$ cat config.mk
export PLATFORM = sky130hd
export DESIGN_NAME = http_byte_range_parser_unit_flat
export DESIGN_NICKNAME = d
export VERILOG_FILES = /design/src/hw/rtl/hbrp_pkg.sv /design/src/hw/rtl/hbrp_in_if.sv /design/src/hw/rtl/hbrp_out_if.sv /design/src/hw/rtl/http_byte_range_parser_unit.sv /design/src/flat_wrapper.sv
export VERILOG_INCLUDE_DIRS = /design/src /design/src/hw/rtl
export SDC_FILE = /design/constraint.sdc
export NUM_CORES = 2
export LEC_CHECK = 0
export BUFFER_PORTS_ARGS = -buffer_cell sky130_fd_sc_hd__buf_2
export CORE_UTILIZATION = 30
export DETAILED_ROUTE_END_ITERATION = 8
export GPL_TIMING_DRIVEN = 0
export PLACE_DENSITY = 0.49
export SLEW_MARGIN = 20
export SYNTH_ARGS = -nofsm -noshare
export SYNTH_HDL_FRONTEND = slang
export SYNTH_SLANG_ARGS = --single-unit
$ cat constraint.sdc
create_clock -name clk -period 5 [get_ports clk]
set_input_delay 0.75 -clock clk [delete_from_list [all_inputs] [get_ports clk]]
set_output_delay 0.75 -clock clk [all_outputs]
set_load 0.05 [all_outputs]
$ cat src/hw/rtl/http_byte_range_parser_unit_assert.svh
// Assertion macros used by the byte-range parser RTL.
// Each macro expects signals named clk and arst_n in the module that uses it.
`ifndef HTTP_BYTE_RANGE_PARSER_UNIT_ASSERT_SVH
`define HTTP_BYTE_RANGE_PARSER_UNIT_ASSERT_SVH

// The antecedent holds, so the consequent must hold in the same cycle.
`define HBRP_ASSERT_IMP(label, ante, cons, msg) \
	label: assert property (@(posedge clk) disable iff (!arst_n) (ante) |-> (cons)) \
		else $error(msg);

// The antecedent holds, so the consequent must hold in the next cycle.
`define HBRP_ASSERT_NXT(label, ante, cons, msg) \
	label: assert property (@(posedge clk) disable iff (!arst_n) (ante) |=> (cons)) \
		else $error(msg);

`endif

$ cat src/hw/rtl/hbrp_pkg.sv
// ----------------------------------------------------------------------------
// hbrp_pkg
// Types, codes and character constants of the byte-range parser.
// ----------------------------------------------------------------------------
package hbrp_pkg;

	localparam int BYTE_W   = 8;
	localparam int VAL_W    = 64;
	localparam int STATUS_W = 2;
	localparam int CNT_W    = 3;

	// Result status codes.
	localparam logic [STATUS_W-1:0] ST_OK    = 2'd0;
	localparam logic [STATUS_W-1:0] ST_PARSE = 2'd1;
	localparam logic [STATUS_W-1:0] ST_UNIT  = 2'd2;

	// Number scanner phases.
	localparam logic [1:0] PH_BLANK  = 2'd0;
	localparam logic [1:0] PH_SIGN   = 2'd1;
	localparam logic [1:0] PH_DIGITS = 2'd2;
	localparam logic [1:0] PH_STOP   = 2'd3;

	// How a closed spec turns into offsets.
	localparam logic [1:0] MODE_SUFFIX = 2'd0;
	localparam logic [1:0] MODE_OPEN   = 2'd1;
	localparam logic [1:0] MODE_FULL   = 2'd2;

	localparam logic [BYTE_W-1:0] CH_EQUALS = 8'h3D;
	localparam logic [BYTE_W-1:0] CH_COMMA  = 8'h2C;
	localparam logic [BYTE_W-1:0] CH_DASH   = 8'h2D;
	localparam logic [BYTE_W-1:0] CH_PLUS   = 8'h2B;
	localparam logic [BYTE_W-1:0] CH_SPACE  = 8'h20;
	localparam logic [BYTE_W-1:0] CH_TAB    = 8'h09;
	localparam logic [BYTE_W-1:0] CH_CR     = 8'h0D;
	localparam logic [BYTE_W-1:0] CH_ZERO   = 8'h30;
	localparam logic [BYTE_W-1:0] CH_NINE   = 8'h39;
	localparam logic [BYTE_W-1:0] CH_UP_A   = 8'h41;
	localparam logic [BYTE_W-1:0] CH_UP_Z   = 8'h5A;
	localparam logic [BYTE_W-1:0] CASE_OFS  = 8'h20;

	localparam logic [CNT_W-1:0] UNIT_LEN = 3'd5;

	typedef struct packed {
		logic [1:0]       phase;
		logic             neg;
		logic [VAL_W-1:0] val;
		logic             bad;
	} num_t;

	typedef struct packed {
		logic has_dash;
		logic lead;
		logic after;
		num_t first;
		num_t second;
	} spec_t;

	// Characters of the only supported unit, lower case.
	function automatic logic [BYTE_W-1:0] unit_char(input logic [CNT_W-1:0] idx);
		logic [BYTE_W-1:0] ch;
		unique case (idx)
			3'd0:    ch = 8'h62;
			3'd1:    ch = 8'h79;
			3'd2:    ch = 8'h74;
			3'd3:    ch = 8'h65;
			3'd4:    ch = 8'h73;
			default: ch = '0;
		endcase
		return ch;
	endfunction

endpackage

$ cat src/hw/rtl/hbrp_in_if.sv
// ----------------------------------------------------------------------------
// hbrp_in_if
// Header channel: one header character per word, with the object size.
// ----------------------------------------------------------------------------
interface hbrp_in_if;
	import hbrp_pkg::*;

	logic              valid;
	logic              ready;
	logic [BYTE_W-1:0] header_byte;
	logic              header_end;
	logic [VAL_W-1:0]  object_size;

	modport source (output valid, header_byte, header_end, object_size, input ready);
	modport sink   (input valid, header_byte, header_end, object_size, output ready);
endinterface

$ cat src/hw/rtl/hbrp_out_if.sv
// ----------------------------------------------------------------------------
// hbrp_out_if
// Result channel: one parsed range or error per word.
// ----------------------------------------------------------------------------
interface hbrp_out_if;
	import hbrp_pkg::*;

	logic                valid;
	logic                ready;
	logic [VAL_W-1:0]    range_start;
	logic [VAL_W-1:0]    range_end;
	logic [STATUS_W-1:0] status;
	logic                last_result;

	modport source (output valid, range_start, range_end, status, last_result, input ready);
	modport sink   (input valid, range_start, range_end, status, last_result, output ready);
endinterface

$ cat src/hw/rtl/http_byte_range_parser_unit.sv
// ----------------------------------------------------------------------------
// http_byte_range_parser_unit
// Streaming parser for an HTTP Range header, one character per word.
// ----------------------------------------------------------------------------
//
//   Channel | Direction | Word carries
//   --------+-----------+-------------------------------------------------
//   hdr     | in        | header_byte, header_end, object_size
//   rng     | out       | range_start, range_end, status, last_result
//
// One header character is taken every clock cycle while hdr.ready is high. A
// closing character's result is registered in the first stage (parser state
// update), then in the output register (offset arithmetic). The parser state
// loop is the only serial path, so words may arrive back to back.
// arst_n clears the parser state and both pipeline stages at once.
// When rng stalls, the two stages hold and hdr.ready drops only once both are
// full; characters that produce no result still need a free first stage.
//
`include "http_byte_range_parser_unit_assert.svh"

module http_byte_range_parser_unit (
	input  logic             clk,
	input  logic             arst_n,
	hbrp_in_if.sink          hdr,
	hbrp_out_if.source       rng
);
	import hbrp_pkg::*;

	// ------------------------------------------------------------------
	// Parser state. Before the '=' we match the unit text; after it we
	// track the current spec: whether it has a dash, and a small number
	// scanner for each side of the dash.
	// ------------------------------------------------------------------
	logic             seen_eq_q;
	logic [CNT_W-1:0] unit_cnt_q;
	logic             unit_bad_q;
	logic             discard_q;
	spec_t            spec_q;

	// First stage: status decided, operands captured for the arithmetic.
	logic                s1_valid_q;
	logic [STATUS_W-1:0] status_s1;
	logic                last_s1;
	logic [1:0]          mode_s1;
	num_t                first_s1;
	num_t                second_s1;
	logic [VAL_W-1:0]    size_s1;

	// Second stage is the output register.
	logic                out_valid_q;
	logic [VAL_W-1:0]    start_s2;
	logic [VAL_W-1:0]    end_s2;
	logic [STATUS_W-1:0] status_s2;
	logic                last_s2;

	logic adv2;
	logic accept;

	// Next-state values.
	logic             seen_eq_nx;
	logic [CNT_W-1:0] unit_cnt_nx;
	logic             unit_bad_nx;
	logic             discard_nx;
	spec_t            spec_nx;
	spec_t            spec_upd;
	spec_t            snap;
	logic             emit;
	logic [STATUS_W-1:0] st;
	logic             last;
	logic [BYTE_W-1:0] lc;

	logic [VAL_W-1:0] a_val;
	logic [VAL_W-1:0] sfx_start;
	logic [VAL_W-1:0] full_end;
	logic [VAL_W-1:0] start_c;
	logic [VAL_W-1:0] end_c;

	// ------------------------------------------------------------------
	// Number scanner, following strtoull: blanks, an optional sign, then
	// digits. The first non-digit stops it. Overflow and a missing digit
	// both raise the bad flag.
	// ------------------------------------------------------------------
	function automatic logic is_blank(input logic [BYTE_W-1:0] c);
		return (c == CH_SPACE) || (c >= CH_TAB && c <= CH_CR);
	endfunction

	function automatic num_t num_feed(input num_t n, input logic [BYTE_W-1:0] c);
		num_t              r;
		logic              digit;
		logic [VAL_W+3:0]  ext;
		logic [VAL_W+3:0]  prod;
		r     = n;
		digit = (c >= CH_ZERO) && (c <= CH_NINE);
		ext   = {4'b0000, n.val};
		// val*10 + digit, four guard bits show the overflow.
		prod  = (ext << 3) + (ext << 1) + {{VAL_W{1'b0}}, c[3:0]};
		unique case (n.phase)
			PH_BLANK: begin
				if (is_blank(c)) begin
					r.phase = PH_BLANK;
				end else if (c == CH_PLUS) begin
					r.phase = PH_SIGN;
				end else if (c == CH_DASH) begin
					r.neg   = 1'b1;
					r.phase = PH_SIGN;
				end else if (!digit) begin
					r.bad   = 1'b1;
					r.phase = PH_STOP;
				end else begin
					r.phase = PH_DIGITS;
				end
			end
			PH_SIGN: begin
				if (digit) begin
					r.phase = PH_DIGITS;
				end else begin
					r.bad   = 1'b1;
					r.phase = PH_STOP;
				end
			end
			PH_DIGITS: begin
				if (!digit) begin
					r.phase = PH_STOP;
				end
			end
			PH_STOP: begin
				r.phase = PH_STOP;
			end
		endcase
		if (digit && !n.bad && (n.phase != PH_STOP) &&
		    !(n.phase == PH_BLANK && 1'b0)) begin
			if (n.phase == PH_BLANK || n.phase == PH_SIGN || n.phase == PH_DIGITS) begin
				if (|prod[VAL_W+3:VAL_W]) begin
					r.bad = 1'b1;
				end else begin
					r.val = prod[VAL_W-1:0];
				end
			end
		end
		return r;
	endfunction

	function automatic logic num_ok(input num_t n);
		return (n.phase == PH_DIGITS || n.phase == PH_STOP) && !n.bad;
	endfunction

	// Status of a spec as it closes; needs only flags, no arithmetic.
	function automatic logic [STATUS_W-1:0] close_status(input spec_t s);
		logic ok;
		if (!s.has_dash) begin
			ok = 1'b0;
		end else if (!s.lead) begin
			ok = num_ok(s.second);
		end else if (!s.after) begin
			ok = num_ok(s.first);
		end else begin
			ok = num_ok(s.first) && num_ok(s.second);
		end
		return ok ? ST_OK : ST_PARSE;
	endfunction

	function automatic logic [1:0] close_mode(input spec_t s);
		logic [1:0] m;
		if (!s.lead) begin
			m = MODE_SUFFIX;
		end else if (!s.after) begin
			m = MODE_OPEN;
		end else begin
			m = MODE_FULL;
		end
		return m;
	endfunction

	// ------------------------------------------------------------------
	// Handshake. The output register frees up when it is empty or taken;
	// the first stage moves whenever the output register can take it.
	// ------------------------------------------------------------------
	assign adv2      = !out_valid_q || rng.ready;
	assign hdr.ready = !s1_valid_q || adv2;
	assign accept    = hdr.valid && hdr.ready;

	// The current spec with this character fed to the proper side.
	always_comb begin
		spec_upd = spec_q;
		if (!spec_q.has_dash) begin
			if (hdr.header_byte == CH_DASH) begin
				spec_upd.has_dash = 1'b1;
			end else begin
				spec_upd.lead  = 1'b1;
				spec_upd.first = num_feed(spec_q.first, hdr.header_byte);
			end
		end else begin
			spec_upd.after  = 1'b1;
			spec_upd.second = num_feed(spec_q.second, hdr.header_byte);
		end
	end

	// Per-character control: unit check, spec split, result decision.
	always_comb begin
		seen_eq_nx  = seen_eq_q;
		unit_cnt_nx = unit_cnt_q;
		unit_bad_nx = unit_bad_q;
		discard_nx  = discard_q;
		spec_nx     = spec_q;
		snap        = spec_q;
		emit        = 1'b0;
		st          = ST_OK;
		last        = 1'b0;
		lc          = hdr.header_byte;
		if (hdr.header_byte >= CH_UP_A && hdr.header_byte <= CH_UP_Z) begin
			lc = hdr.header_byte + CASE_OFS;
		end

		if (discard_q) begin
			// After an error, wait quietly for the end of the header.
			emit = 1'b0;
		end else if (!seen_eq_q) begin
			if (hdr.header_byte == CH_EQUALS) begin
				if (unit_bad_q || unit_cnt_q != UNIT_LEN) begin
					emit = 1'b1;
					st   = ST_UNIT;
					last = 1'b1;
				end else begin
					seen_eq_nx = 1'b1;
					if (hdr.header_end) begin
						// Nothing after the equals sign: one empty piece.
						emit = 1'b1;
						st   = ST_PARSE;
						last = 1'b1;
					end
				end
			end else begin
				if (unit_cnt_q < UNIT_LEN && lc == unit_char(unit_cnt_q)) begin
					unit_cnt_nx = unit_cnt_q + 3'd1;
				end else begin
					unit_bad_nx = 1'b1;
				end
				if (hdr.header_end) begin
					emit = 1'b1;
					st   = ST_PARSE;
					last = 1'b1;
				end
			end
		end else if (hdr.header_byte == CH_COMMA) begin
			emit = 1'b1;
			st   = close_status(spec_q);
			// A trailing comma leaves an empty final piece, which fails.
			if (hdr.header_end && st == ST_OK) begin
				st = ST_PARSE;
			end
			last    = hdr.header_end || (st != ST_OK);
			spec_nx = '0;
		end else begin
			spec_nx = spec_upd;
			snap    = spec_upd;
			if (hdr.header_end) begin
				emit = 1'b1;
				st   = close_status(spec_upd);
				last = 1'b1;
			end
		end

		if (hdr.header_end) begin
			seen_eq_nx  = 1'b0;
			unit_cnt_nx = '0;
			unit_bad_nx = 1'b0;
			discard_nx  = 1'b0;
			spec_nx     = '0;
		end else if (emit && last) begin
			discard_nx = 1'b1;
		end
	end

	always_ff @(posedge clk or negedge arst_n) begin
		if (!arst_n) begin
			seen_eq_q  <= 1'b0;
			unit_cnt_q <= '0;
			unit_bad_q <= 1'b0;
			discard_q  <= 1'b0;
			spec_q     <= '0;
		end else if (accept) begin
			seen_eq_q  <= seen_eq_nx;
			unit_cnt_q <= unit_cnt_nx;
			unit_bad_q <= unit_bad_nx;
			discard_q  <= discard_nx;
			spec_q     <= spec_nx;
		end
	end

	// First stage: capture the decision and the operands.
	always_ff @(posedge clk or negedge arst_n) begin
		if (!arst_n) begin
			s1_valid_q <= 1'b0;
		end else if (accept) begin
			s1_valid_q <= emit;
		end else if (adv2) begin
			s1_valid_q <= 1'b0;
		end
	end

	always_ff @(posedge clk) begin
		if (accept && emit) begin
			status_s1 <= st;
			last_s1   <= last;
			mode_s1   <= close_mode(snap);
			first_s1  <= snap.first;
			second_s1 <= snap.second;
			size_s1   <= hdr.object_size;
		end
	end

	// ------------------------------------------------------------------
	// Offset arithmetic. A minus sign negates modulo 2^64, so each form
	// folds the sign into one add or subtract.
	//   suffix  -N : start = size - N, end = size
	//   open    N- : start = N,        end = size
	//   full   A-B : start = A,        end = B + 1
	// ------------------------------------------------------------------
	always_comb begin
		a_val     = first_s1.neg ? (VAL_W'(0) - first_s1.val) : first_s1.val;
		sfx_start = second_s1.neg ? (size_s1 + second_s1.val) : (size_s1 - second_s1.val);
		full_end  = second_s1.neg ? (~second_s1.val + VAL_W'(2)) : (second_s1.val + VAL_W'(1));
		unique case (mode_s1)
			MODE_SUFFIX: begin
				start_c = sfx_start;
				end_c   = size_s1;
			end
			MODE_OPEN: begin
				start_c = a_val;
				end_c   = size_s1;
			end
			default: begin
				start_c = a_val;
				end_c   = full_end;
			end
		endcase
		if (status_s1 != ST_OK) begin
			start_c = '0;
			end_c   = '0;
		end
	end

	always_ff @(posedge clk or negedge arst_n) begin
		if (!arst_n) begin
			out_valid_q <= 1'b0;
		end else if (adv2) begin
			out_valid_q <= s1_valid_q;
		end
	end

	always_ff @(posedge clk) begin
		if (adv2 && s1_valid_q) begin
			start_s2  <= start_c;
			end_s2    <= end_c;
			status_s2 <= status_s1;
			last_s2   <= last_s1;
		end
	end

	assign rng.valid       = out_valid_q;
	assign rng.range_start = start_s2;
	assign rng.range_end   = end_s2;
	assign rng.status      = status_s2;
	assign rng.last_result = last_s2;

	// ------------------------------------------------------------------
	// Checks.
	// ------------------------------------------------------------------
	`HBRP_ASSERT_IMP(a_err_zero, rng.valid && rng.status != ST_OK,
		rng.range_start == '0 && rng.range_end == '0, "error result carries offsets")
	`HBRP_ASSERT_IMP(a_err_last, s1_valid_q && status_s1 != ST_OK, last_s1,
		"error result not marked last")
	`HBRP_ASSERT_IMP(a_unit_cnt, 1'b1, unit_cnt_q <= UNIT_LEN,
		"unit match count beyond unit length")
	`HBRP_ASSERT_NXT(a_s1_hold, s1_valid_q && !adv2,
		s1_valid_q && $stable(status_s1) && $stable(last_s1), "stalled first stage lost")

endmodule
$ cat src/flat_wrapper.sv
// flat-port wrapper written by rule: the top's interface ports become plain ports
module http_byte_range_parser_unit_flat import hbrp_pkg::*;
  (clk, arst_n, hdr_valid, hdr_header_byte, hdr_header_end, hdr_object_size, hdr_ready, rng_valid, rng_range_start, rng_range_end, rng_status, rng_last_result, rng_ready);
  hbrp_in_if hdr_i ();
  hbrp_out_if rng_i ();
  input  logic clk;
  input  logic arst_n;
  input wire logic [$bits(hdr_i.valid)-1:0] hdr_valid;
  input wire logic [$bits(hdr_i.header_byte)-1:0] hdr_header_byte;
  input wire logic [$bits(hdr_i.header_end)-1:0] hdr_header_end;
  input wire logic [$bits(hdr_i.object_size)-1:0] hdr_object_size;
  output wire logic [$bits(hdr_i.ready)-1:0] hdr_ready;
  output wire logic [$bits(rng_i.valid)-1:0] rng_valid;
  output wire logic [$bits(rng_i.range_start)-1:0] rng_range_start;
  output wire logic [$bits(rng_i.range_end)-1:0] rng_range_end;
  output wire logic [$bits(rng_i.status)-1:0] rng_status;
  output wire logic [$bits(rng_i.last_result)-1:0] rng_last_result;
  input wire logic [$bits(rng_i.ready)-1:0] rng_ready;
  assign hdr_i.valid = hdr_valid;
  assign hdr_i.header_byte = hdr_header_byte;
  assign hdr_i.header_end = hdr_header_end;
  assign hdr_i.object_size = hdr_object_size;
  assign hdr_ready = hdr_i.ready;
  assign rng_valid = rng_i.valid;
  assign rng_range_start = rng_i.range_start;
  assign rng_range_end = rng_i.range_end;
  assign rng_status = rng_i.status;
  assign rng_last_result = rng_i.last_result;
  assign rng_i.ready = rng_ready;
  http_byte_range_parser_unit u_core (.clk(clk), .arst_n(arst_n), .hdr(hdr_i), .rng(rng_i));
endmodule
==> results.md <==
* Area growth from synthesis to layout at 22.5%
* Hold_buf cts at 0
* Commonest cells in the netlist: 332 x a21oi_1, 329 x edfxtp_1, 328 x ha_1
* Die Span Y at roughly 350 microns
* Die width at about 350 microns
* Worst Skew at 0.0458 ns
* Peak fanout along the critical path at 3
* Pin count of the biggest net entering global routing at 83
* Post-Synthesis Cells at 3781
* CP arrival at around 5.6 ns
* Clock tree sinks at roughly 480
* GRT Resource Usage Total at 0.215
* Max-slew violation count at 0
* Pre-Repair DR Iteration Count at 5
* F_max at 190 MHz
* Rows at 126
* Remaining global-route overflow at 0
* RSZ-0062 raised after global routing: true
* Final setup fails at 76
* First-pass GRT wire length at just under 200000 microns
* Buffers on Ports at 207
* Area of the core at 0.118 sq mm
* Number of buffers created by CTS at between 50 and 60
* Via density at approximately 5.4
* Peak supply drop at 270 uV
* Worst hold path type: input pin to asynchronous set/reset pin
* Post-route setup slack at -0.265 ns
* Multiplexer share of the synthesized area at 0.0562
* Flops & latches, synth at between 400 and 500
* Ranking of synthesized cells by area: edfxtp_1 28%, ha_1 11%, dfrtp_1 10%
* Post-place setup slack at -2.27 ns
* Worst slew margin at 0.254
* Tightest Pin Transition at 1.11 ns
* Setup_tns at -8.12 ns
* Required time worst endpoint at ~5.4 ns
* Die ar. at 0.121 sq mm
* Crit. End Element: flop
* Tcrit/Tclk final at 1.05
* EDFF count, synth at 329
* Final WL at 134000 microns
* Initial antenna violation count at 8
* Ys Warns at 0
* Final hold slack at 0.0361 ns
* GPL Wtd Cong at 0.946
* Dominant synthesized flop cell: edfxtp_1
* Most common cell in the synthesized netlist: a21oi_1
* Routed Antenna Nets at 0
* Max Cap Viol at 0
* Slowest library cell on the worst path: or4_4
* Synthesized area per cell at between 9 and 10 sq um
* Hold Fails Final Rpt at 0
* Synth Cell Area at ~0.036 sq mm
* Simple-gate share of the synthesized area at 0.144
* Post-synth ARST share at 0.307
* Worst path cell trace: or4_4 -> or3_4 -> or4_4 -> or4_4 -> or4_4 -> nor2_1 -> nor2_1 -> xnor2_1 -> ha_2 -> a21oi_2 -> o21ai_2 -> a21oi_2 -> o21ai_2 -> a21oi_2 -> o21bai_1 -> a221o_1 -> o21ai_2 -> xnor2_2 -> o21ai_1
* Final instance area at between 0.04 and 0.05 sq mm
* Final nets at 4555
* IO Pins at 210
* Post-synth top area cell: edfxtp_1
* CP max stage delay at 0.56 ns
* Pwr Density at roughly 250 mW/mm^2
* Htree depth at 2
* Post-DP Area at 0.0395 sq mm
* Hpwl dp at 105000 microns
* Most Frequent Cell on Critical Path: or4_4
* Worst-skew pair later-pin latency at between 0.6 and 0.7 ns
* Synth Area in XOR/XNOR at 0.0727
* DRC Markers at 0
* Avg WL per Cell at 23.1 microns
* Initial DRC count at 2657
* Share of layout cells above drive strength 1 at 0.206
* Clock transition at path regs at 0.06 ns
* Largest family of logic cells by synthesized area: compound AO/OA/AOI/OAI gates
* Outcome: complete, but fails checks
* Failing checks: negative setup slack
* Post-synthesis cell type count at 83
* Post-synthesis compound-gate area fraction at 0.197
* Post-Synth Adder-Cell Area at 0.117
* Vias in the first global route at 30300
* Sequential area share after synthesis at 0.377
* CTS tree: done
* Final Power at about 11 mW
* Via Count at 31300
* Root Driver: clkbuf_16
* Clock Tree Buf Depth at 3
* Share of the synthesized area in the top cell type at 0.275
* Critical path class: flop to flop
* Initial Utilization at 0.303
* Min cycle time layout at 5.26 ns
* Synthesized Nets at 4191
* Static leakage at around 19 nW
* Startpoint types: flop
layout by cell type (no fill, tap or decap), types with 30 or more instances in the layout:
| master | netlist | layout |
|---|---|---|
| a21o_1 | 105 | 105 |
| a21oi_1 | 332 | 301 |
| a22o_1 | 125 | 125 |
| buf_2 | 15 | 211 |
| buf_4 | 0 | 98 |
| clkbuf_1 | 193 | 147 |
| clkbuf_16 | 0 | 59 |
| dfrtp_1 | 146 | 146 |
| edfxtp_1 | 329 | 329 |
| ha_1 | 328 | 311 |
| inv_1 | 96 | 84 |
| mux2_2 | 64 | 60 |
| mux2_4 | 0 | 63 |
| mux2i_1 | 63 | 62 |
| nand2_1 | 314 | 305 |
| nand3_1 | 89 | 81 |
| nand4_1 | 74 | 74 |
| nor2_1 | 310 | 288 |
| nor3_1 | 58 | 49 |
| o21ai_0 | 195 | 168 |
| o21bai_1 | 31 | 30 |
| xnor2_1 | 164 | 158 |
| xor2_1 | 134 | 129 |
registers in the layout (all words and copies together), names as in the netlist, 3 cells and up:
register and count:
u_core.rng.range_start 64, u_core.spec_q 138, u_core.unit_cnt_q 3, u_core.second_s1 65, u_core.rng.range_end 64, u_core.first_s1 64
u_core.size_s1 64
path summary, 6_finish.rpt:
check | startpoint | to | slack (ns) | cells after the start
worst max register to register | u_core.second_s1[27] | u_core.rng.range_start[63] | -0.26 | 19
worst min register to register | u_core.last_s1 | u_core.rng.last_result | 0.44 | 0
min in group clk | hdr_object_size[24] | u_core.size_s1[24] | 0.26 | 1
worst min-delay path | arst_n | u_core.spec_q[10] | 0.04 | 1
max in group asynchronous | arst_n | u_core.spec_q[118] | 4.02 | 2
worst max-delay path | u_core.second_s1[27] | u_core.rng.range_start[63] | -0.26 | 19
metal layers:
metal / up-vias / wire (microns) / global-route usage
li1: 14900 / - / -
met1: 15300 / 64300 / 0.316
met2: 968 / 56800 / 0.316
met3: 126 / 9720 / 0.0454
met4: 4 / 2700 / 0.0484
met5: - / 207 / 0.0112
power by group:
group	internal, mW	switching [mW]
logic	0.732	1.48
clock network	2.46	1.78
registers	4.44	0.133
total	7.63	3.39
critical path, delay by kind of cell, from the launching register on:
kind | cells | cell delay, ns
AND/OR/NAND/NOR | 7 | 2.61
XOR/XNOR | 2 | 0.29
adder cells (fa/ha/maj) | 1 | 0.18
AO/OA/AOI/OAI | 9 | 1.46
flip-flops | 1 | 0.41
cell type report:
type                    count  area [sq um]
inverters                  96           390
clock inverters            34           398
fillers                 12100         74400
plain buffers             198          1010
repair buffers            338          2420
diodes                      1          2.50
well taps                1600          2000
clock buffers              67          1460
multi-input cells        2981         22700
flip-flops and latches    475         13500
per-stage QoR:
| stage | cells | util |
|---|---|---|
| floorplan | 3781 | - |
| global placement | 5588 | 0.332 |
| detailed placement | 5598 | 0.334 |
| CTS | 5769 | 0.365 |
| global route | 5789 | 0.371 |
| finish | 5790 | 0.371 |
what timing repair did:
action	4_1_cts	5_1_grt
pin swaps	67	80
gates cloned	7	0
buffers inserted	82	43
setup endpoints to repair	316	284
gates resized for setup	258	177
cells by family (layout without fill, tap and decap cells):
logic type      after synthesis  count (layout)
fa+ha+maj                   333             333
flops                       475             475
compound gates             1083            1083
mux                         186             186
buf+inv                     325             733
other cells                   0               1
xor+xnor                    298             298
simple gates               1081            1081
Note: power is estimated with default switching activity, not from simulation.
